<file path="config.mk">
export PLATFORM = sky130hd
export DESIGN_NAME = video_frame_sample_selector_core_flat
export DESIGN_NICKNAME = d
export VERILOG_FILES = /design/src/rtl/core/vfss_pkg.sv /design/src/rtl/core/vfss_if.sv /design/src/rtl/core/video_frame_sample_selector_core.sv /design/src/rtl/core/vfss_interval.sv /design/src/rtl/core/vfss_sheet.sv /design/src/flat_wrapper.sv
export SDC_FILE = /design/constraint.sdc
export NUM_CORES = 1
export LEC_CHECK = 0
export ABC_AREA = 0
export BUFFER_PORTS_ARGS = -buffer_cell sky130_fd_sc_hd__buf_2
export CORE_MARGIN = 8
export CORE_UTILIZATION = 50
export CTS_CLUSTER_DIAMETER = 60
export DETAILED_ROUTE_END_ITERATION = 8
export GPL_ROUTABILITY_DRIVEN = 1
export PLACE_DENSITY = 0.66
export SLEW_MARGIN = 10
export SYNTH_ARGS = -nofsm -noshare
export SYNTH_HDL_FRONTEND = slang
export SYNTH_SLANG_ARGS = --single-unit
</file>
<file path="constraint.sdc">
create_clock -name i_clk -period 18.8 [get_ports i_clk]
set_input_delay 4.7 -clock i_clk [delete_from_list [all_inputs] [get_ports i_clk]]
set_output_delay 4.7 -clock i_clk [all_outputs]
set_load 0.1 [all_outputs]
</file>
<file path="src/rtl/core/vfss_pkg.sv">
`timescale 1ns / 1ps
`default_nettype none

package vfss_pkg;

    // Width of the interval step and its countdown
    localparam int INTERVAL_BITS = 16;

    // Register index width on the configuration channel
    localparam int REG_IDX_BITS = 2;

    // Register indexes
    localparam logic [REG_IDX_BITS-1:0] REG_MODE     = 2'd0;
    localparam logic [REG_IDX_BITS-1:0] REG_INTERVAL = 2'd1;
    localparam logic [REG_IDX_BITS-1:0] REG_COUNT    = 2'd2;
    localparam logic [REG_IDX_BITS-1:0] REG_SHEET    = 2'd3;

    // Analysis modes
    localparam int MODE_BITS = 2;
    localparam logic [MODE_BITS-1:0] MODE_EVERY  = 2'd0;
    localparam logic [MODE_BITS-1:0] MODE_TENTH  = 2'd1;
    localparam logic [MODE_BITS-1:0] MODE_CONFIG = 2'd2;

    // Fixed steps
    localparam logic [INTERVAL_BITS-1:0] STEP_ONE   = 16'd1;
    localparam logic [INTERVAL_BITS-1:0] STEP_TENTH = 16'd10;

    // Per-beat control shared by the selection units
    typedef struct packed {
        logic step;        // an input beat is taken this cycle
        logic clip_start;  // this beat is frame one of a clip
        logic active;      // frame lies within the source count
    } t_step_ctl;

endpackage

`default_nettype wire

</file>
<file path="src/rtl/core/vfss_if.sv">
`timescale 1ns / 1ps
`default_nettype none

// Input frame channel
interface vfss_in_if;
    logic valid;
    logic ready;
    logic first_frame;

    modport source (output valid, output first_frame, input ready);
    modport sink   (input valid, input first_frame, output ready);
endinterface

// Result channel
interface vfss_out_if #(
    parameter int COUNT_BITS = 24
);
    logic                  valid;
    logic                  ready;
    logic [COUNT_BITS-1:0] frame_number;
    logic                  keep;
    logic                  by_interval;
    logic                  by_sheet;
    logic                  beyond_count;

    modport source (output valid, output frame_number, output keep, output by_interval,
                    output by_sheet, output beyond_count, input ready);
    modport sink   (input valid, input frame_number, input keep, input by_interval,
                    input by_sheet, input beyond_count, output ready);
endinterface

// Configuration write channel
interface vfss_cfg_if #(
    parameter int DATA_BITS = 24
);
    logic                               valid;
    logic                               ready;
    logic [vfss_pkg::REG_IDX_BITS-1:0]  index;
    logic [DATA_BITS-1:0]               data;

    modport source (output valid, output index, output data, input ready);
    modport sink   (input valid, input index, input data, output ready);
endinterface

`default_nettype wire

</file>
<file path="src/rtl/core/video_frame_sample_selector_core.sv">
`timescale 1ns / 1ps
`default_nettype none

// Video frame sample selector.
// i_in carries one beat per source frame (first_frame marks frame one of a
// clip; a beat also starts a clip when no frame has been seen yet). o_out
// returns one beat per input beat: the one-based frame number and whether the
// frame is kept, by interval step / last frame or as a contact-sheet frame.
// i_cfg writes the four registers (mode, interval, source count, sheet count)
// by index; it is always ready and should be written only while idle.
// Latency: the result beat is valid the cycle after its input beat is taken.
// Throughput: one frame per cycle unless stalled; all selection is one pass
// of adds and compares between the state registers and the result register.
// When the receiver stalls, the result register holds and i_in.ready stays
// high only if that held result is being taken in the same cycle.
// Reset clears the frame position, accumulators and output valid, and sets
// the registers to mode every-frame, interval one, both counts zero.
module video_frame_sample_selector_core #(
    parameter int COUNT_BITS = 24,
    parameter int SHEET_BITS = 16
) (
    input  wire             i_clk,
    input  wire             i_rst_n,
    vfss_in_if.sink         i_in,
    vfss_out_if.source      o_out,
    vfss_cfg_if.sink        i_cfg
);

    localparam logic [COUNT_BITS-1:0] POS_MAX = '1;

    // Configuration registers
    logic [vfss_pkg::MODE_BITS-1:0]     r_mode;
    logic [vfss_pkg::INTERVAL_BITS-1:0] r_interval;
    logic [COUNT_BITS-1:0]              r_count;
    logic [SHEET_BITS-1:0]              r_sheet;

    logic                  r_valid;
    logic                  n_valid;
    logic [COUNT_BITS-1:0] r_pos;
    logic [COUNT_BITS-1:0] n_pos;
    logic [COUNT_BITS-1:0] r_number;
    logic                  r_by_interval;
    logic                  r_by_sheet;
    logic                  r_beyond;

    logic                  in_ready;
    logic                  accept;
    logic [COUNT_BITS-1:0] pos;
    logic [COUNT_BITS-1:0] number;
    logic                  beyond;
    logic                  last;
    logic                  int_hit;
    logic                  sheet_hit;
    vfss_pkg::t_step_ctl   ctl;

    assign i_cfg.ready = 1'b1;

    // Configuration writes
    always_ff @(posedge i_clk) begin
        if (!i_rst_n) begin
            r_mode     <= vfss_pkg::MODE_EVERY;
            r_interval <= vfss_pkg::STEP_ONE;
            r_count    <= '0;
            r_sheet    <= '0;
        end else if (i_cfg.valid) begin
            unique case (i_cfg.index)
                vfss_pkg::REG_MODE:     r_mode     <= i_cfg.data[vfss_pkg::MODE_BITS-1:0];
                vfss_pkg::REG_INTERVAL: r_interval <= i_cfg.data[vfss_pkg::INTERVAL_BITS-1:0];
                vfss_pkg::REG_COUNT:    r_count    <= i_cfg.data[COUNT_BITS-1:0];
                vfss_pkg::REG_SHEET:    r_sheet    <= i_cfg.data[SHEET_BITS-1:0];
                default:                r_mode     <= r_mode;
            endcase
        end
    end

    // Input handshake: free while the result slot empties this cycle
    assign in_ready   = !r_valid || o_out.ready;
    assign i_in.ready = in_ready;
    assign accept     = i_in.valid && in_ready;

    // Frame numbering and count window
    always_comb begin
        pos            = i_in.first_frame ? '0 : r_pos;
        number         = (pos == POS_MAX) ? POS_MAX : pos + COUNT_BITS'(1);
        beyond         = (pos >= r_count);
        last           = (pos == r_count - COUNT_BITS'(1));
        ctl.step       = accept;
        ctl.clip_start = (pos == '0);
        ctl.active     = !beyond;
        n_pos          = accept ? number : r_pos;
    end

    vfss_interval u_interval (
        .i_clk      (i_clk),
        .i_rst_n    (i_rst_n),
        .i_ctl      (ctl),
        .i_mode     (r_mode),
        .i_interval (r_interval),
        .o_hit      (int_hit)
    );

    vfss_sheet #(
        .COUNT_BITS (COUNT_BITS),
        .SHEET_BITS (SHEET_BITS)
    ) u_sheet (
        .i_clk   (i_clk),
        .i_rst_n (i_rst_n),
        .i_ctl   (ctl),
        .i_pos   (pos),
        .i_count (r_count),
        .i_sheet (r_sheet),
        .o_hit   (sheet_hit)
    );

    // Output beat slot
    always_comb begin
        if (accept) begin
            n_valid = 1'b1;
        end else if (o_out.ready) begin
            n_valid = 1'b0;
        end else begin
            n_valid = r_valid;
        end
    end

    always_ff @(posedge i_clk) begin
        if (!i_rst_n) begin
            r_valid <= 1'b0;
            r_pos   <= '0;
        end else begin
            r_valid <= n_valid;
            r_pos   <= n_pos;
        end
    end

    // Result payload, no reset needed
    always_ff @(posedge i_clk) begin
        if (accept) begin
            r_number      <= number;
            r_by_interval <= !beyond && (int_hit || last);
            r_by_sheet    <= sheet_hit;
            r_beyond      <= beyond;
        end
    end

    assign o_out.valid        = r_valid;
    assign o_out.frame_number = r_number;
    assign o_out.by_interval  = r_by_interval;
    assign o_out.by_sheet     = r_by_sheet;
    assign o_out.keep         = r_by_interval || r_by_sheet;
    assign o_out.beyond_count = r_beyond;

    // A taken frame always produces a result beat next cycle
    a_accept_gives_beat: assert property (@(posedge i_clk) disable iff (!i_rst_n)
        accept |=> r_valid)
        else $error("accepted frame produced no result beat");

    // Frames past the count are never selected
    a_beyond_not_kept: assert property (@(posedge i_clk) disable iff (!i_rst_n)
        r_valid && r_beyond |-> !r_by_interval && !r_by_sheet)
        else $error("frame beyond count marked as kept");

    // A clip restart numbers the frame as one
    a_restart_is_one: assert property (@(posedge i_clk) disable iff (!i_rst_n)
        accept && i_in.first_frame |=> r_number == COUNT_BITS'(1))
        else $error("restarted clip not numbered from one");

endmodule

`default_nettype wire

</file>
<file path="src/rtl/core/vfss_interval.sv">
`timescale 1ns / 1ps
`default_nettype none

// Interval step: counts down frames to the next interval frame
module vfss_interval (
    input  wire                                   i_clk,
    input  wire                                   i_rst_n,
    input  wire vfss_pkg::t_step_ctl              i_ctl,
    input  wire [vfss_pkg::MODE_BITS-1:0]         i_mode,
    input  wire [vfss_pkg::INTERVAL_BITS-1:0]     i_interval,
    output logic                                  o_hit
);

    logic [vfss_pkg::INTERVAL_BITS-1:0] r_countdown;
    logic [vfss_pkg::INTERVAL_BITS-1:0] n_countdown;
    logic [vfss_pkg::INTERVAL_BITS-1:0] step;
    logic [vfss_pkg::INTERVAL_BITS-1:0] cur;

    // Step from mode; unused mode behaves as configured
    always_comb begin
        case (i_mode)
            vfss_pkg::MODE_EVERY: step = vfss_pkg::STEP_ONE;
            vfss_pkg::MODE_TENTH: step = vfss_pkg::STEP_TENTH;
            default:              step = (i_interval == '0) ? vfss_pkg::STEP_ONE : i_interval;
        endcase
    end

    // Countdown restarts at clip start, holds past the count
    always_comb begin
        cur         = i_ctl.clip_start ? '0 : r_countdown;
        o_hit       = 1'b0;
        n_countdown = cur;
        if (i_ctl.active) begin
            if (cur == '0) begin
                o_hit       = 1'b1;
                n_countdown = step - vfss_pkg::STEP_ONE;
            end else begin
                n_countdown = cur - vfss_pkg::STEP_ONE;
            end
        end
    end

    always_ff @(posedge i_clk) begin
        if (!i_rst_n) begin
            r_countdown <= '0;
        end else if (i_ctl.step) begin
            r_countdown <= n_countdown;
        end
    end

endmodule

`default_nettype wire

</file>
<file path="src/rtl/core/vfss_sheet.sv">
`timescale 1ns / 1ps
`default_nettype none

// Contact-sheet selection: evenly spaced frames tracked by running sums
module vfss_sheet #(
    parameter int COUNT_BITS = 24,
    parameter int SHEET_BITS = 16
) (
    input  wire                       i_clk,
    input  wire                       i_rst_n,
    input  wire vfss_pkg::t_step_ctl  i_ctl,
    input  wire [COUNT_BITS-1:0]      i_pos,
    input  wire [COUNT_BITS-1:0]      i_count,
    input  wire [SHEET_BITS-1:0]      i_sheet,
    output logic                      o_hit
);

    localparam int ACC_BITS = COUNT_BITS + SHEET_BITS;
    localparam int CMP_BITS = (COUNT_BITS > SHEET_BITS) ? COUNT_BITS : SHEET_BITS;

    logic [SHEET_BITS-1:0] r_index;
    logic [ACC_BITS-1:0]   r_numer;
    logic [ACC_BITS-1:0]   r_ptd;
    logic [SHEET_BITS-1:0] n_index;
    logic [ACC_BITS-1:0]   n_numer;
    logic [ACC_BITS-1:0]   n_ptd;

    logic [SHEET_BITS-1:0] target;
    logic [SHEET_BITS-1:0] denom;
    logic [SHEET_BITS-1:0] cur_index;
    logic [ACC_BITS-1:0]   cur_numer;
    logic [ACC_BITS-1:0]   cur_ptd;
    logic [ACC_BITS-1:0]   ptd_next;
    logic [COUNT_BITS-1:0] count_m1;

    // Sheet target is the lesser of sheet count and source count
    always_comb begin
        if (CMP_BITS'(i_sheet) < CMP_BITS'(i_count)) begin
            target = i_sheet;
        end else begin
            target = SHEET_BITS'(i_count);
        end
        denom    = (target != '0) ? target - SHEET_BITS'(1) : '0;
        count_m1 = i_count - COUNT_BITS'(1);
    end

    // Accumulators reload at clip start
    always_comb begin
        cur_index = i_ctl.clip_start ? '0 : r_index;
        cur_numer = i_ctl.clip_start ? ACC_BITS'(denom >> 1) : r_numer;
        cur_ptd   = i_ctl.clip_start ? '0 : r_ptd;
        ptd_next  = cur_ptd + ACC_BITS'(denom);
    end

    // Selection and accumulator advance
    always_comb begin
        o_hit   = 1'b0;
        n_index = cur_index;
        n_numer = cur_numer;
        n_ptd   = cur_ptd;
        if (i_ctl.active) begin
            if (target == SHEET_BITS'(1)) begin
                // single sheet frame: only frame one
                o_hit = (i_pos == '0);
            end else if (target != '0 && cur_index < target) begin
                if (cur_numer < ptd_next) begin
                    o_hit   = 1'b1;
                    n_index = cur_index + SHEET_BITS'(1);
                    n_numer = cur_numer + ACC_BITS'(count_m1);
                end
            end
            n_ptd = ptd_next;
        end
    end

    always_ff @(posedge i_clk) begin
        if (!i_rst_n) begin
            r_index <= '0;
            r_numer <= '0;
            r_ptd   <= '0;
        end else if (i_ctl.step) begin
            r_index <= n_index;
            r_numer <= n_numer;
            r_ptd   <= n_ptd;
        end
    end

endmodule

`default_nettype wire

</file>
<file path="src/flat_wrapper.sv">
// flat-port wrapper written by rule: the top's interface ports become plain ports
module video_frame_sample_selector_core_flat import vfss_pkg::*;
#(
    parameter int COUNT_BITS = 24,
    parameter int SHEET_BITS = 16
)
  (i_clk, i_rst_n, i_in_valid, i_in_first_frame, i_in_ready, o_out_valid, o_out_frame_number, o_out_keep, o_out_by_interval, o_out_by_sheet, o_out_beyond_count, o_out_ready, i_cfg_valid, i_cfg_index, i_cfg_data, i_cfg_ready);
  vfss_in_if i_in_i ();
  vfss_out_if #(.COUNT_BITS(COUNT_BITS)) o_out_i ();
  vfss_cfg_if #(.DATA_BITS(COUNT_BITS)) i_cfg_i ();
  input  wire i_clk;
  input  wire i_rst_n;
  input wire logic [$bits(i_in_i.valid)-1:0] i_in_valid;
  input wire logic [$bits(i_in_i.first_frame)-1:0] i_in_first_frame;
  output wire logic [$bits(i_in_i.ready)-1:0] i_in_ready;
  output wire logic [$bits(o_out_i.valid)-1:0] o_out_valid;
  output wire logic [$bits(o_out_i.frame_number)-1:0] o_out_frame_number;
  output wire logic [$bits(o_out_i.keep)-1:0] o_out_keep;
  output wire logic [$bits(o_out_i.by_interval)-1:0] o_out_by_interval;
  output wire logic [$bits(o_out_i.by_sheet)-1:0] o_out_by_sheet;
  output wire logic [$bits(o_out_i.beyond_count)-1:0] o_out_beyond_count;
  input wire logic [$bits(o_out_i.ready)-1:0] o_out_ready;
  input wire logic [$bits(i_cfg_i.valid)-1:0] i_cfg_valid;
  input wire logic [$bits(i_cfg_i.index)-1:0] i_cfg_index;
  input wire logic [$bits(i_cfg_i.data)-1:0] i_cfg_data;
  output wire logic [$bits(i_cfg_i.ready)-1:0] i_cfg_ready;
  assign i_in_i.valid = i_in_valid;
  assign i_in_i.first_frame = i_in_first_frame;
  assign i_in_ready = i_in_i.ready;
  assign o_out_valid = o_out_i.valid;
  assign o_out_frame_number = o_out_i.frame_number;
  assign o_out_keep = o_out_i.keep;
  assign o_out_by_interval = o_out_i.by_interval;
  assign o_out_by_sheet = o_out_i.by_sheet;
  assign o_out_beyond_count = o_out_i.beyond_count;
  assign o_out_i.ready = o_out_ready;
  assign i_cfg_i.valid = i_cfg_valid;
  assign i_cfg_i.index = i_cfg_index;
  assign i_cfg_i.data = i_cfg_data;
  assign i_cfg_ready = i_cfg_i.ready;
  video_frame_sample_selector_core #(.COUNT_BITS(COUNT_BITS), .SHEET_BITS(SHEET_BITS)) u_core (.i_clk(i_clk), .i_rst_n(i_rst_n), .i_in(i_in_i), .o_out(o_out_i), .i_cfg(i_cfg_i));
endmodule
</file>
After elaboration in Yosys (flattened, before gate mapping)
Cells that the tools add are included.
{"block": "totals", "regBits": 222, "latchBits": 0, "mem_bits_rw": 0, "romBits": 0, "input_bits": 32, "output_inout_bits": 31, "word_cells": 80, "n_memories": 0}
{"block": "classes", "addsub": 8, "multipliers": 0, "div_mod_pow": 0, "magnitude_cmp": 4, "eq_ne": 7, "n_shift": 0, "muxes": 28, "n_bitwise": 0, "n_reduce_logical": 19}
{"cell": "$mux W40", "n": 7}
{"cell": "$mux W16", "n": 11}
{"cell": "$mux W24", "n": 2}
{"cell": "$sub A16 B1 Y16 const B", "n": 3}
{"cell": "$add A40 B16 Y40", "n": 1}
{"cell": "$add A40 B24 Y40", "n": 1}
{"cell": "$lt A40 B40 Y1", "n": 1}
{"cell": "$logic_not A16 Y1", "n": 2}
{"cell": "$pmux W16 S2", "n": 1}
{"cell": "$add A24 B1 Y24 const B", "n": 1}
{"cell": "$eq A24 B24 Y1", "n": 1}
{"cell": "$eq A24 B24 Y1 const B", "n": 1}
{"cell": "$ge A24 B24 Y1", "n": 1}
{"cell": "$logic_not A24 Y1", "n": 1}
{"cell": "$lt A16 B24 Y1", "n": 1}
{"cell": "$sub A24 B1 Y24 const B", "n": 1}
{"cell": "$add A16 B1 Y16 const B", "n": 1}
{"cell": "$eq A16 B1 Y1 const B", "n": 1}
{"cell": "$lt A16 B16 Y1", "n": 1}
{"cell": "$reduce_bool A16 Y1", "n": 1}
{"cell": "$reduce_and A2 Y1", "n": 4}
{"cell": "$mux W1", "n": 7}
{"cell": "$eq A2 B1 Y1 const B", "n": 2}
{"cell": "$eq A2 B2 Y1 const B", "n": 2}
{"cell": "other kinds (5)", "n": 11}

Logic depth before layout (Yosys ltp)
Gate-level depths: netlist of the first run.
{"block": "depth", "ltp_word": 10, "mapped_depth": 43, "depth_no_buf": 34}

Cells and area by module
Synthesis of the first run repeated with hierarchy kept, for this count alone.
{"block": "unflattened", "hier_cells": 2272, "hier_area_um2": 17941.0}
{"mod": "vfss_sheet", "instances": 1, "cells_each": 1366, "area_each_um2": 10366.2, "seq_area_each_um2": 1921.8}
{"mod": "video_frame_sample_selector_core", "instances": 1, "cells_each": 725, "area_each_um2": 6168.4, "seq_area_each_um2": 2472.4}
{"mod": "vfss_interval", "instances": 1, "cells_each": 181, "area_each_um2": 1406.3, "seq_area_each_um2": 320.3}

Least setup slack after synthesis of the first run
No wires, ideal clock.
{"block": "synth_timing", "path_type": "input-to-reg", "start": "input port i_in_first_frame", "end": "register u_core.u_sheet.r_numer[11]", "setup_time_ps": 120, "arrival_time_ps": 12430, "slack_ps": 6251, "path_stages": 40, "n_path_buf": 10, "path_cell_list": "buf_2 buf_1 nand2b_1 ha_1 nor3b_1 nand4_1 o21a_1 buf_2 buf_2 clkbuf_1 clkbuf_1 clkbuf_1 clkbuf_1 and2_1 ha_1 inv_1 fa_1 nor2b_1 [... 4 more ...] o21ai_0 a211oi_1 nand3_1 xnor2_1 nand2_1 ha_1 nand4_1 nor3_1 nand4_1 a2111o_1 or4_1 mux2_2 o2111ai_2 or2_1 buf_2 buf_4 nor3_1 a211o_1"}
{"block": "synth_via", "elab_chain_cells": 9, "word_cells_on_any_way": 15}
{"element": "start, declared", "line_no": "flat_wrapper.sv:14", "text": "input wire logic [$bits(i_in_i.first_frame)-1:0] i_in_first_frame;"}
{"element": "$mux W24 (*)", "line_no": "video_frame_sample_selector_core.sv:83", "text": "pos = i_in.first_frame ? '0 : r_pos;"}
{"element": "$logic_not A24 Y1", "line_no": "video_frame_sample_selector_core.sv:88", "text": "ctl.clip_start = (pos == '0);"}
{"element": "$mux W40", "line_no": "vfss_sheet.sv:51", "text": "cur_ptd = i_ctl.clip_start ? '0 : r_ptd;"}
{"element": "$add A40 B16 Y40", "line_no": "vfss_sheet.sv:52", "text": "ptd_next = cur_ptd + ACC_BITS'(denom);"}
{"element": "$lt A40 B40 Y1", "line_no": "vfss_sheet.sv:66", "text": "if (cur_numer < ptd_next) begin"}
{"element": "$mux W40", "line_no": "vfss_sheet.sv:66"}
{"element": "$mux W40", "line_no": "vfss_sheet.sv:65", "text": "end else if (target != '0 && cur_index < target) begin"}
{"element": "$mux W40", "line_no": "vfss_sheet.sv:62", "text": "if (target == SHEET_BITS'(1)) begin"}
{"element": "$mux W40 (*)", "line_no": "vfss_sheet.sv:61", "text": "if (i_ctl.active) begin"}
{"element": "end signal, assigned", "line_no": "vfss_sheet.sv:83", "text": "r_numer <= n_numer;"}
{"element": "end, declared", "line_no": "vfss_sheet.sv:22", "text": "logic [ACC_BITS-1:0] r_numer;"}
Mark *: on every way between the ends. The rest lies on a longest branch, timed or not.
A chain may end at the register's enable or synchronous reset.

Final worst setup path of the first run
{"block": "layout_timing", "start": "input port i_in_first_frame", "end": "register u_core.u_sheet.r_numer[3]"}
Same word-level chain as after synthesis.

==> results.md, run 1 <==
- Status: completed
- Max Cap Viol: 0
- Register area: 4710 sq um
- Syn Area/Cell: 7.70 sq um
- Starting Density: 50.9%
- Row count: 66
- Crit Path Class: in2reg
- Async SR Flop Fraction: 0%
- Area delta synth->final: 8.91%
- Final Net Count: 2,322
- CP startpoint kind: input port
- Placed Cells: 2,558
- DR pass1 iterations: 5
- Clock Tree Buf Depth: 3
- Synth Area in XOR/XNOR: 7.60%
- LEAKAGE: 7.33 nW
- CTS resizes: 0
- Drt initial violations: 1,240
- VDD IR max: 0.0000912 V
- Critical Path Fanout Max: 60
- Cell Area, Synth: 16,600 sq um
- Die X: 198 um
- PortBufs: 61
- Drt drc: 0
- GRT Total Usage: 25.2%
- Slew HR: 18.4%
- H-tree levels: 1
- Logic pwr share: 42.9%
- Synthesized instance count: 2,155
- Critical Path RT: 19.26 ns
- Worst path max stage delay: 0.96 ns
- RSZ-0062 raised after global routing: no
- Multi-input gate area: 11,200 sq um
- Worst Skew: 0.0214 ns
- Top cell by count, worst path: nand4_1
- First-pass GRT wire length: 80,200 um
- Vias per inst: 6.06
- Crit. End Element: flop
- Sequential fraction of the synthesis area: 28.4%
- # setup viols final: 0
- I/O pin total: 63
- Yosys reg bits: 222
- CTS Root Cell: clkbuf_16
- Synth Area in Compound Gates: 18.9%
- Mux cell area share after synthesis: 2.83%
- Sequential share of power: 28.6%
- TritonCTS Buffers: 29
- Slowest-stage cell, CP: a2111oi_0
- Final critical-path required period: 13.35 ns
- Clk network pwr share: 28.4%
- Grt ovf: 0
- Wire per inst: 19.5 um
- Antenna cells: 0
- FILL cells: 3,069
- Syn_nets: 2,330
- Setup repair bufs after CTS: 0
- Layout cells sized above 1: 7.84%
- Maximum number of pins on one net before global-route repair: 84
- Largest family of logic cells by synthesized area: simple AND/OR/NAND/NOR gates
- Post-synth EDFFs: 27
- Synth area leaders: dfxtp_1 (24%), ha_1 (11%), nand2_1 (8.0%), a21oi_1 (5.4%), xnor2_1 (5.0%)
- Placed Instance Area: 17,100 sq um
- P_int: 1.13 mW
- Clk_lat worst skew: 0.58 ns
- Final hold violations: 0
- Final instance area: 18,100 sq um
- Adder-cell share of the synthesized area: 10.9%
- CP arrival: 13.81 ns
- Layout Cells excl Fill: 2,611
- Switching part of the total: 40.8%
- ANT nets after route: 0
- Hold Crit Class: reg2reg
- Synth warn: 0
- Share of the synthesized area in the top cell type: 23.5%
- FF-to-FF Start: u_core.r_count[13]$_SDFFE_PN0P_
- GP Congestion: 0.946
- F_max: 74.9 MHz
- DIE HEIGHT: 198 um
- Netlist cell types: 92
- Final wirelength: 50,900 um
- Ys flop type: dfxtp_1
- Total clock sinks: 222
- Psw: 0.775 mW
- Worst Tran Pin Value: 1.22 ns
- Fin crit share: 71.0%
- Number of global-route vias before repair: 15,000
- Reg clk slew, reported paths: 0.06 ns
- PD cells: 105 nW/um^2
- Core footprint: 32,600 sq um
- Fin. max-slew vios: 0
- Worst min-delay path startpoint: u_core.u_sheet.r_ptd[3]$_SDFFE_PN0P_
- Die area: 39,300 sq um
- Hold buffers post-CTS: 0
- Post-Route Setup TNS: 0 ns
- CP startpoint: i_in_first_frame
- Post-DP HPWL: 37,500 um
- Post-synth top area cell: dfxtp_1
- Via count: 15,800
- Clock tree from TritonCTS: yes
- Initial antenna violation count: 0
- Synth Area in Simple Gates: 27.0%
==> power groups by stage <==
stage | logic (mW) | registers (mW) | clock network, mW
finish | 0.816 | 0.545 | 0.540
global route | 0.892 | 0.547 | 0.565
CTS | 0.807 | 0.543 | 0.549
detailed placement | 0.801 | 0.553 | 0
global placement | 0.790 | 0.553 | 0
floorplan | 0.583 | 0.578 | 0
==> cell families (layout without fill, tap and decap cells) <==
family                   Yosys count  count (layout)
AO/OA/AOI/OAI                    494             494
adder cells (fa/ha/maj)          143             143
XOR/XNOR                         144             144
buffers and inverters            183             197
flip-flops                       222             222
AND/OR/NAND/NOR                  922             922
other                              1               1
multiplexers                      46              46
==> cell usage after synthesis, drive strengths merged, types with 5 or more instances <==
library cell,number
nand2,353
dfxtp,195
a21oi,180
nor2,144
ha,141
o21ai,96
xnor2,95
clkbuf,93
nand3,91
and2,72
inv,63
xor2,49
mux2i,42
nor3,42
nand4,41
nor2b,34
a21o,33
and3,31
nor4,28
edfxtp,27
buf,26
o21a,22
o31ai,21
nand2b,19
a31oi,17
o211ai,16
or2,14
or4,14
a211oi,10
a22oi,10
a311oi,9
and4,9
o2111ai,9
a22o,8
o22ai,8
or3,8
o21bai,7
nand3b,6
nor4b,6
a211o,5
a31o,5
==> critical path, delay by kind of cell <==
| family | cells | cell delay, ns |
|---|---|---|
| adders and majority gates | 3 | 0.74 |
| buffers and inverters | 4 | 1.38 |
| muxes | 1 | 0.28 |
| xor gates and xnor gates | 1 | 0.15 |
| AOI/OAI and AO/OA | 10 | 3.88 |
| and+or+nand+nor | 12 | 2.58 |
==> layout by cell type, fill, tap and decap left out, drive strengths merged, types with 6 or more instances in the layout <==
cell type | synthesis | routed
a211oi | 10 | 10
nor3 | 42 | 42
dfxtp | 195 | 195
nor4b | 6 | 6
xnor2 | 95 | 95
a22oi | 10 | 10
nand3 | 91 | 91
nand3b | 6 | 6
o31ai | 21 | 21
clkbuf | 93 | 40
or4 | 14 | 14
o21bai | 7 | 7
o22ai | 8 | 8
nand2b | 19 | 19
a31oi | 17 | 17
ha | 141 | 141
a22o | 8 | 8
o211ai | 16 | 16
or2 | 14 | 14
nor4 | 28 | 28
inv | 63 | 68
o21a | 22 | 22
a21oi | 180 | 180
mux2i | 42 | 42
o2111ai | 9 | 9
o21ai | 96 | 96
a21o | 33 | 33
and4 | 9 | 9
xor2 | 49 | 49
nor2b | 34 | 34
and3 | 31 | 31
buf | 26 | 80
or3 | 8 | 8
nor2 | 144 | 144
nand4 | 41 | 41
edfxtp | 27 | 27
a311oi | 9 | 9
and2 | 72 | 72
nand2 | 353 | 353
==> path summary, 6_finish.rpt <==
path | to | slack [ns] | cells after the start
max | u_core.u_sheet.r_numer[3]$_SDFFE_PN0P_ | 5.45 | 31
min reg2reg | u_core.u_sheet.r_ptd[3]$_SDFFE_PN0P_ | 0.45 | 2
min | u_core.u_sheet.r_ptd[3]$_SDFFE_PN0P_ | 0.45 | 2
max reg2reg | u_core.u_sheet.r_numer[3]$_SDFFE_PN0P_ | 8.14 | 34
==> metrics by stage <==
| stage | hold slack (ns) | util [%] | worst slack, ns | power (mW) |
|---|---|---|---|---|
| 5_1_grt | 0.465 | 55.4 | 4.96 | 2.00 |
| 2_1_floorplan | 0.417 | - | 6.25 | 1.16 |
| 6_report | 0.448 | 55.4 | 5.45 | 1.90 |
| 4_1_cts | 0.450 | 55.4 | 5.66 | 1.90 |
| 3_5_place_dp | 0.439 | 52.5 | 5.11 | 1.35 |
| 3_3_place_gp | 0.427 | 52.5 | 5.29 | 1.34 |
==> flip-flops by register name, indices dropped and copies added, names as in the netlist <==
signal	flops
u_core.u_sheet.r_ptd	40
u_core.u_interval.r_countdown	16
u_core.u_sheet.r_index	16
u_core.o_out.by_sheet	1
u_core.u_sheet.r_numer	40
u_core.r_sheet	16
u_core.o_out.beyond_count	1
u_core.r_interval	16
u_core.r_count	24
u_core.r_mode	2
u_core.o_out.by_interval	1
u_core.r_pos	24
u_core.o_out.valid	1
u_core.o_out.frame_number	24
==> final cells by class <==
type                    count  area share (%)
well taps                 442            3.06
inverters                  64            1.35
flip-flops and latches    222            26.1
multi-input cells        1750            61.8
clock inverters            13           0.505
clock buffers              40            4.69
repair buffers             80            2.48
==> metal layers <==
metal  vias up  share of wire (%)  global-route usage [%]
met4         0                4.4                    11.9
li1       7673                  -                       -
met3       118                6.0                    2.85
met2       536                 45                    40.4
met1      7504                 45                    33.5
met5         -                  0                       0
Power figures use the tool's default switching activity.
==> run 2, diff against run 1 <==
==> constraint.sdc (replaced) <==
create_clock -name i_clk -period 13.25 [get_ports i_clk]
set_input_delay 3.3125 -clock i_clk [delete_from_list [all_inputs] [get_ports i_clk]]
set_output_delay 3.3125 -clock i_clk [all_outputs]
set_load 0.1 [all_outputs]
==> run 2 against run 1 <==
Combinational power increased by 43%. Power is 45% higher. Setup slack got worse by 3.5 ns. Cell count about the same. Routed wire length up 1.3%. Highest routed layer unchanged. Register-to-register slack got worse by 5.5 ns. Non-clock buffer count unchanged. First-iteration DRC count grew 8.0%. Hold slack better by 0.0035 ns.
==> results.md, run 2 (synthesis results as in run 1) <==
- Drt initial violations: 1,339
- Fin crit share: 85.6%
- CP arrival: 11.79 ns
- Power Total: 2.76 mW
- Starting Density: 50.9%
- Worst Tran Pin Value: 1.30 ns
- Wire per inst: 19.8 um
- Fin. max-slew vios: 0
- Final hold violations: 0
- Area delta synth->final: 9.30%
- Hold buffers post-CTS: 0
- DIE HEIGHT: 198 um
- DR pass1 iterations: 6
- Initial antenna violation count: 0
- Logic pwr share: 42.2%
- Critical Path Fanout Max: 41
- CTS resizes: 0
- Vias per inst: 6.03
- I/O pin total: 63
- Status: completed
- # setup viols final: 0
- VDD IR max: 0.000100 V
- PortBufs: 61
- Slowest-stage cell, CP: a21oi_1
- TritonCTS Buffers: 29
- Drt drc: 0
- Crit. End Element: flop
- Core footprint: 32,600 sq um
- Crit Path Class: in2reg
- Via count: 15,800
- Setup repair bufs after CTS: 0
- Layout cells sized above 1: 7.80%
- Number of global-route vias before repair: 14,800
- Antenna cells: 0
- GP Congestion: 0.936
- Total clock sinks: 222
- Placed Cells: 2,558
- Final Net Count: 2,322
- Clock tree from TritonCTS: yes
- Biggest regs: u_core.u_sheet.r_numer x40, u_core.u_sheet.r_ptd x40
- Slew HR: 13.3%
- Critical Path RT: 13.69 ns
- ANT nets after route: 0
- Post-DP HPWL: 38,400 um
- First-pass GRT wire length: 81,400 um
- P_int: 1.66 mW
- H-tree levels: 1
- Most frequent cells in the layout: nand2_1 (352), dfxtp_1 (195), a21oi_1 (179)
- Final wirelength: 51,600 um
- Commonest non-fill, non-tap cell in the layout: nand2_1
- PD cells: 152 nW/um^2
- Layout Cells excl Fill: 2,610
- Row count: 66
- Sequential share of power: 28.0%
- Worst Skew: 0.0110 ns
- F_max: 88.1 MHz
- Hold Crit Class: reg2reg
- CTS Root Cell: clkbuf_16
- Maximum number of pins on one net before global-route repair: 82
- CP startpoint kind: input port
- Die area: 39,300 sq um
- GRT Total Usage: 25.7%
- LEAKAGE: 7.36 nW
- Clk network pwr share: 29.8%
- Clk_lat worst skew: 0.56 ns
- Die X: 198 um
- Post-Route Setup TNS: 0 ns
- Clock Tree Buf Depth: 3
- Final critical-path required period: 11.35 ns
- Reg clk slew, reported paths: 0.06 ns
- Psw: 1.11 mW
- RSZ-0062 raised after global routing: no
- Worst path max stage delay: 0.84 ns
- Grt ovf: 0
- Max Cap Viol: 0
- Top cell by count, worst path: nand4_1
- Switching part of the total: 40.1%
## run 2: final cells by class
type                       count  area [sq um]
clock buffer                  36           792
clock inverter                16           206
fill                        3086         14500
inverter                      64           244
multi-input combinational   1750         11200
sequential                   222          4710
tap                          442           553
timing repair buffer          80           448
## run 2: metrics by stage
stage / utilization, % / hold WS (ns) / setup WS (ns) / cell area, sq um
finish: 55.6 / 0.451 / 1.90 / 18100
global route: 55.6 / 0.474 / 1.31 / 18100
CTS: 55.6 / 0.450 / 2.07 / 18100
detailed placement: 52.5 / 0.442 / 1.51 / 17100
global placement: 52.5 / 0.427 / 1.79 / 17100
floorplan: - / 0.417 / 2.09 / 16600
## run 2: power by group through the flow
| stage | Clock (mW) | Sequential [mW] | Combinational [mW] |
|---|---|---|---|
| after floorplan | 0 | 0.820 | 0.828 |
| after global placement | 0 | 0.783 | 1.13 |
| after detailed placement | 0 | 0.785 | 1.14 |
| after CTS | 0.837 | 0.771 | 1.15 |
| after global routing | 0.862 | 0.778 | 1.27 |
| final | 0.823 | 0.773 | 1.17 |
## run 2: worst max-delay path: cells and delay by family
family | cells | cell delay, ns
mux | 1 | 0.29
xor+xnor | 1 | 0.22
buf+inv | 2 | 0.90
compound gates | 9 | 2.98
fa+ha+maj | 3 | 0.86
simple gates | 13 | 3.15
## run 2: metal layers
metal | up-vias | GRT usage (%) | wire [um]
met1 | 7448 | 34.5 | 23300
met3 | 103 | 3.31 | 3030
met4 | 0 | 8.82 | 1830
li1 | 7681 | - | -
met2 | 519 | 42.1 | 23500
met5 | - | 0 | 0
## run 2: worst paths after layout
kind,start,end,slack [ns],cells past startpoint
setup / recovery,i_in_first_frame,u_core.u_sheet.r_numer[11]$_SDFFE_PN0P_,1.90,29
hold / removal,u_core.u_sheet.r_ptd[9]$_SDFFE_PN0P_,u_core.u_sheet.r_ptd[9]$_SDFFE_PN0P_,0.45,2
setup reg to reg,u_core.r_count[12]$_SDFFE_PN0P_,u_core.u_sheet.r_numer[11]$_SDFFE_PN0P_,2.64,34
hold reg to reg,u_core.u_sheet.r_ptd[9]$_SDFFE_PN0P_,u_core.u_sheet.r_ptd[9]$_SDFFE_PN0P_,0.45,2
==> run 3, diff against run 2 <==
--- a/config.mk
+++ b/config.mk
@@ -16,4 +16,5 @@
 export SLEW_MARGIN = 10
 export SYNTH_ARGS = -nofsm -noshare
 export SYNTH_HDL_FRONTEND = slang
+export SYNTH_HIERARCHICAL = 1
 export SYNTH_SLANG_ARGS = --single-unit
==> run 3 against run 2 <==
Power rose by 13%. Cell count rose by 4.9%. Setup slack improved by 1.5 ns. Sequential share of layout area fell by 1.7 points. Fmax rose by 15%. Clock power fell by 7.7%. First-iteration DRC count rose by 4.0%. Core utilization fell by 0.98 points. Register-to-register slack improved by 1.4 ns. Count of clock-buffer cells in the layout rose by 1. Non-clock buffer count rose by 3. Critical path type unchanged. Largest power group unchanged. Highest routed layer is now met5.
==> results.md, run 3 <==
- Hold Crit Class: reg2reg
- Total clock sinks: 222
- Synth Area in Compound Gates: 20.0%
- Buf/Inv on CP: 5
- Synth Area in XOR/XNOR: 7.62%
- Setup repair bufs after CTS: 0
- CTS resizes: 0
- DIE HEIGHT: 205 um
- CP startpoint kind: input port
- Syn_nets: 2,448
- R2R Setup Slk: 4.05 ns
- Initial antenna violation count: 0
- Drt initial violations: 1,393
- Crit Path Class: in2reg
- GRT Total Usage: 24.7%
- Sequential fraction of the synthesis area: 26.3%
- Fin crit share: 74.2%
- PD cells: 161 nW/um^2
- F_max: 102 MHz
- Top cells by count, synth: nand2_1 (340), dfxtp_1 (195), ha_1 (142)
- Layout cells sized above 1: 8.65%
- H-tree levels: 1
- Commonest non-fill, non-tap cell in the layout: nand2_1
- Final hold violations: 0
- Crit path max-delay family: compound AO/OA/AOI/OAI gates
- Hold buffers post-CTS: 0
- Critical Path End: u_core/u_sheet/r_numer[10]$_SDFFE_PN0P_
- TritonCTS Buffers: 27
- Cell Area, Synth: 17,900 sq um
- Hold_ws: 0.457 ns
- RSZ-0062 raised after global routing: no
- Synthesized instance count: 2,272
- DR pass1 iterations: 6
- Worst Skew: 0.0180 ns
- Die X: 205 um
- ANT nets after route: 0
- PortBufs: 61
- Final Net Count: 2,434
- Final critical-path required period: 9.84 ns
- Final wirelength: 53,200 um
- Clk_lat worst skew: 0.58 ns
- Synth area leaders: dfxtp_1 (22%), ha_1 (9.9%), nand2_1 (7.1%), xnor2_1 (5.4%), edfxtp_1 (4.5%)
- Clock Tree Buf Depth: 3
- Register area: 4710 sq um
- Status: completed
- Worst Tran Pin Value: 1.00 ns
- Vias per inst: 6.09
- Crit. End Element: flop
- Top-count cell post-synth: nand2_1
- Adder-cell share of the synthesized area: 10.1%
- VDD IR max: 0.000171 V
- Critical path depth: 28
- Synth Area in Simple Gates: 27.1%
- Syn Area/Cell: 7.90 sq um
- Die area: 42,200 sq um
- Critical Path Fanout Max: 44
- Largest family of logic cells by synthesized area: simple AND/OR/NAND/NOR gates
- Ys flop type: dfxtp_1
- Biggest regs: u_core/u_sheet/r_numer x40, u_core/u_sheet/r_ptd x40
- FILL cells: 3,418
- Share of the synthesized area in the top cell type: 21.8%
- CTS Root Cell: clkbuf_16
- Capturing point of the worst reg2reg path: u_core/u_sheet/r_numer[10]$_SDFFE_PN0P_
- Maximum number of pins on one net before global-route repair: 87
- Post-DP HPWL: 39,700 um
- Clock tree from TritonCTS: yes
- Post-Route Setup TNS: 0 ns
- Most frequent cells in the layout: nand2_1 (339), dfxtp_1 (195), ha_1 (142)
- Multi-input gate area: 12,400 sq um
- LEAKAGE: 7.86 nW
- Slowest-stage cell, CP: o211a_1
- Antenna cells: 0
- Max Cap Viol: 0
- Netlist cell types: 100
- Number of global-route vias before repair: 16,100
- First-pass GRT wire length: 85,500 um
- Via count: 16,700
- CP startpoint: i_in_first_frame
- CP arrival: 10.31 ns
- Yosys reg bits: 222
- Drt drc: 0
- Mux cell area share after synthesis: 4.17%
- I/O pin total: 63
- Async SR Flop Fraction: 0%
- Wire per inst: 19.4 um
- GP Congestion: 0.921
- Row count: 69
- Slew HR: 33.1%
- R2R depth: 31
- # setup viols final: 0
- Area delta synth->final: 8.05%
- Starting Density: 50.6%
- Post-synth EDFFs: 27
- Top cell by count, worst path: a211oi_1
- Grt ovf: 0
- Fin. max-slew vios: 0
- Reg clk slew, reported paths: 0.06 ns
- Synth warn: 6
- FF-to-FF Start: u_core/r_count[4]$_SDFFE_PN0P_
- Post-synth top area cell: dfxtp_1
- Worst path max stage delay: 0.75 ns
- Critical Path RT: 13.73 ns
- Core footprint: 35,500 sq um
-- run 3: final cells by class --
class	instances	share of cell area, %
clock inverter	12	0.826
tap	461	2.98
multi-input combinational	1845	64.1
inverter	79	1.54
sequential	222	24.3
timing repair buffer	83	2.44
clock buffer	37	3.84
-- run 3: logic make-up after synthesis --
family                     Yosys count
and+or+nand+nor                    966
buffers and inverters              205
adders and majority gates          144
other                                1
xor gates and xnor gates           156
DFF                                222
AOI/OAI and AO/OA                  505
muxes                               73
-- run 3: power breakdown --
part           internal [mW]  total, mW  switching (mW)
Sequential             0.751      0.818          0.0670
Combinational          0.602       1.55           0.949
Clock                  0.454      0.760           0.307
-- run 3: through the flow --
stage / setup slack, ns / instance area, sq um / cells / utilization (%) / total power, mW
2_1_floorplan: 3.11 / 17900 / 2272 / - / 2.01
3_3_place_gp: 3.13 / 18500 / 2690 / 52.1 / 2.33
3_5_place_dp: 3.01 / 18500 / 2690 / 52.1 / 2.35
4_1_cts: 3.57 / 19400 / 2739 / 54.6 / 3.13
5_1_grt: 2.98 / 19400 / 2739 / 54.6 / 3.32
6_report: 3.41 / 19400 / 2739 / 54.6 / 3.13
-- run 3: metal layers --
metal  wire (um)  vias up  GRT usage [%]
li1            -     8180              -
met5          57        -           1.07
met3        3340      136           3.53
met4        1950        2           9.37
met1       23700     7854           32.7
met2       24200      516           40.2
-- run 3: worst min path at each step --
stage / slack, ns / endpoint / from / cells after the start
4_1_cts: 0.45 / u_core/u_sheet/r_ptd[15]$_SDFFE_PN0P_ / u_core/u_sheet/r_ptd[15]$_SDFFE_PN0P_ / 2
2_1_floorplan: 0.42 / u_core/u_sheet/r_ptd[11]$_SDFFE_PN0P_ / u_core/u_sheet/r_ptd[11]$_SDFFE_PN0P_ / 2
6_report: 0.46 / u_core/u_sheet/r_ptd[15]$_SDFFE_PN0P_ / u_core/u_sheet/r_ptd[15]$_SDFFE_PN0P_ / 2
3_5_place_dp: 0.44 / u_core/u_sheet/r_ptd[15]$_SDFFE_PN0P_ / u_core/u_sheet/r_ptd[15]$_SDFFE_PN0P_ / 2
3_3_place_gp: 0.43 / u_core/u_sheet/r_ptd[15]$_SDFFE_PN0P_ / u_core/u_sheet/r_ptd[15]$_SDFFE_PN0P_ / 2
5_1_grt: 0.47 / u_core/u_sheet/r_ptd[14]$_SDFFE_PN0P_ / u_core/u_sheet/r_ptd[14]$_SDFFE_PN0P_ / 2
-- run 3: tightest hold or removal path: stages (launching register included) --
cell and delay [ns]:
dfxtp_1 0.32, nand2_1 0.05, o21ai_0 0.05
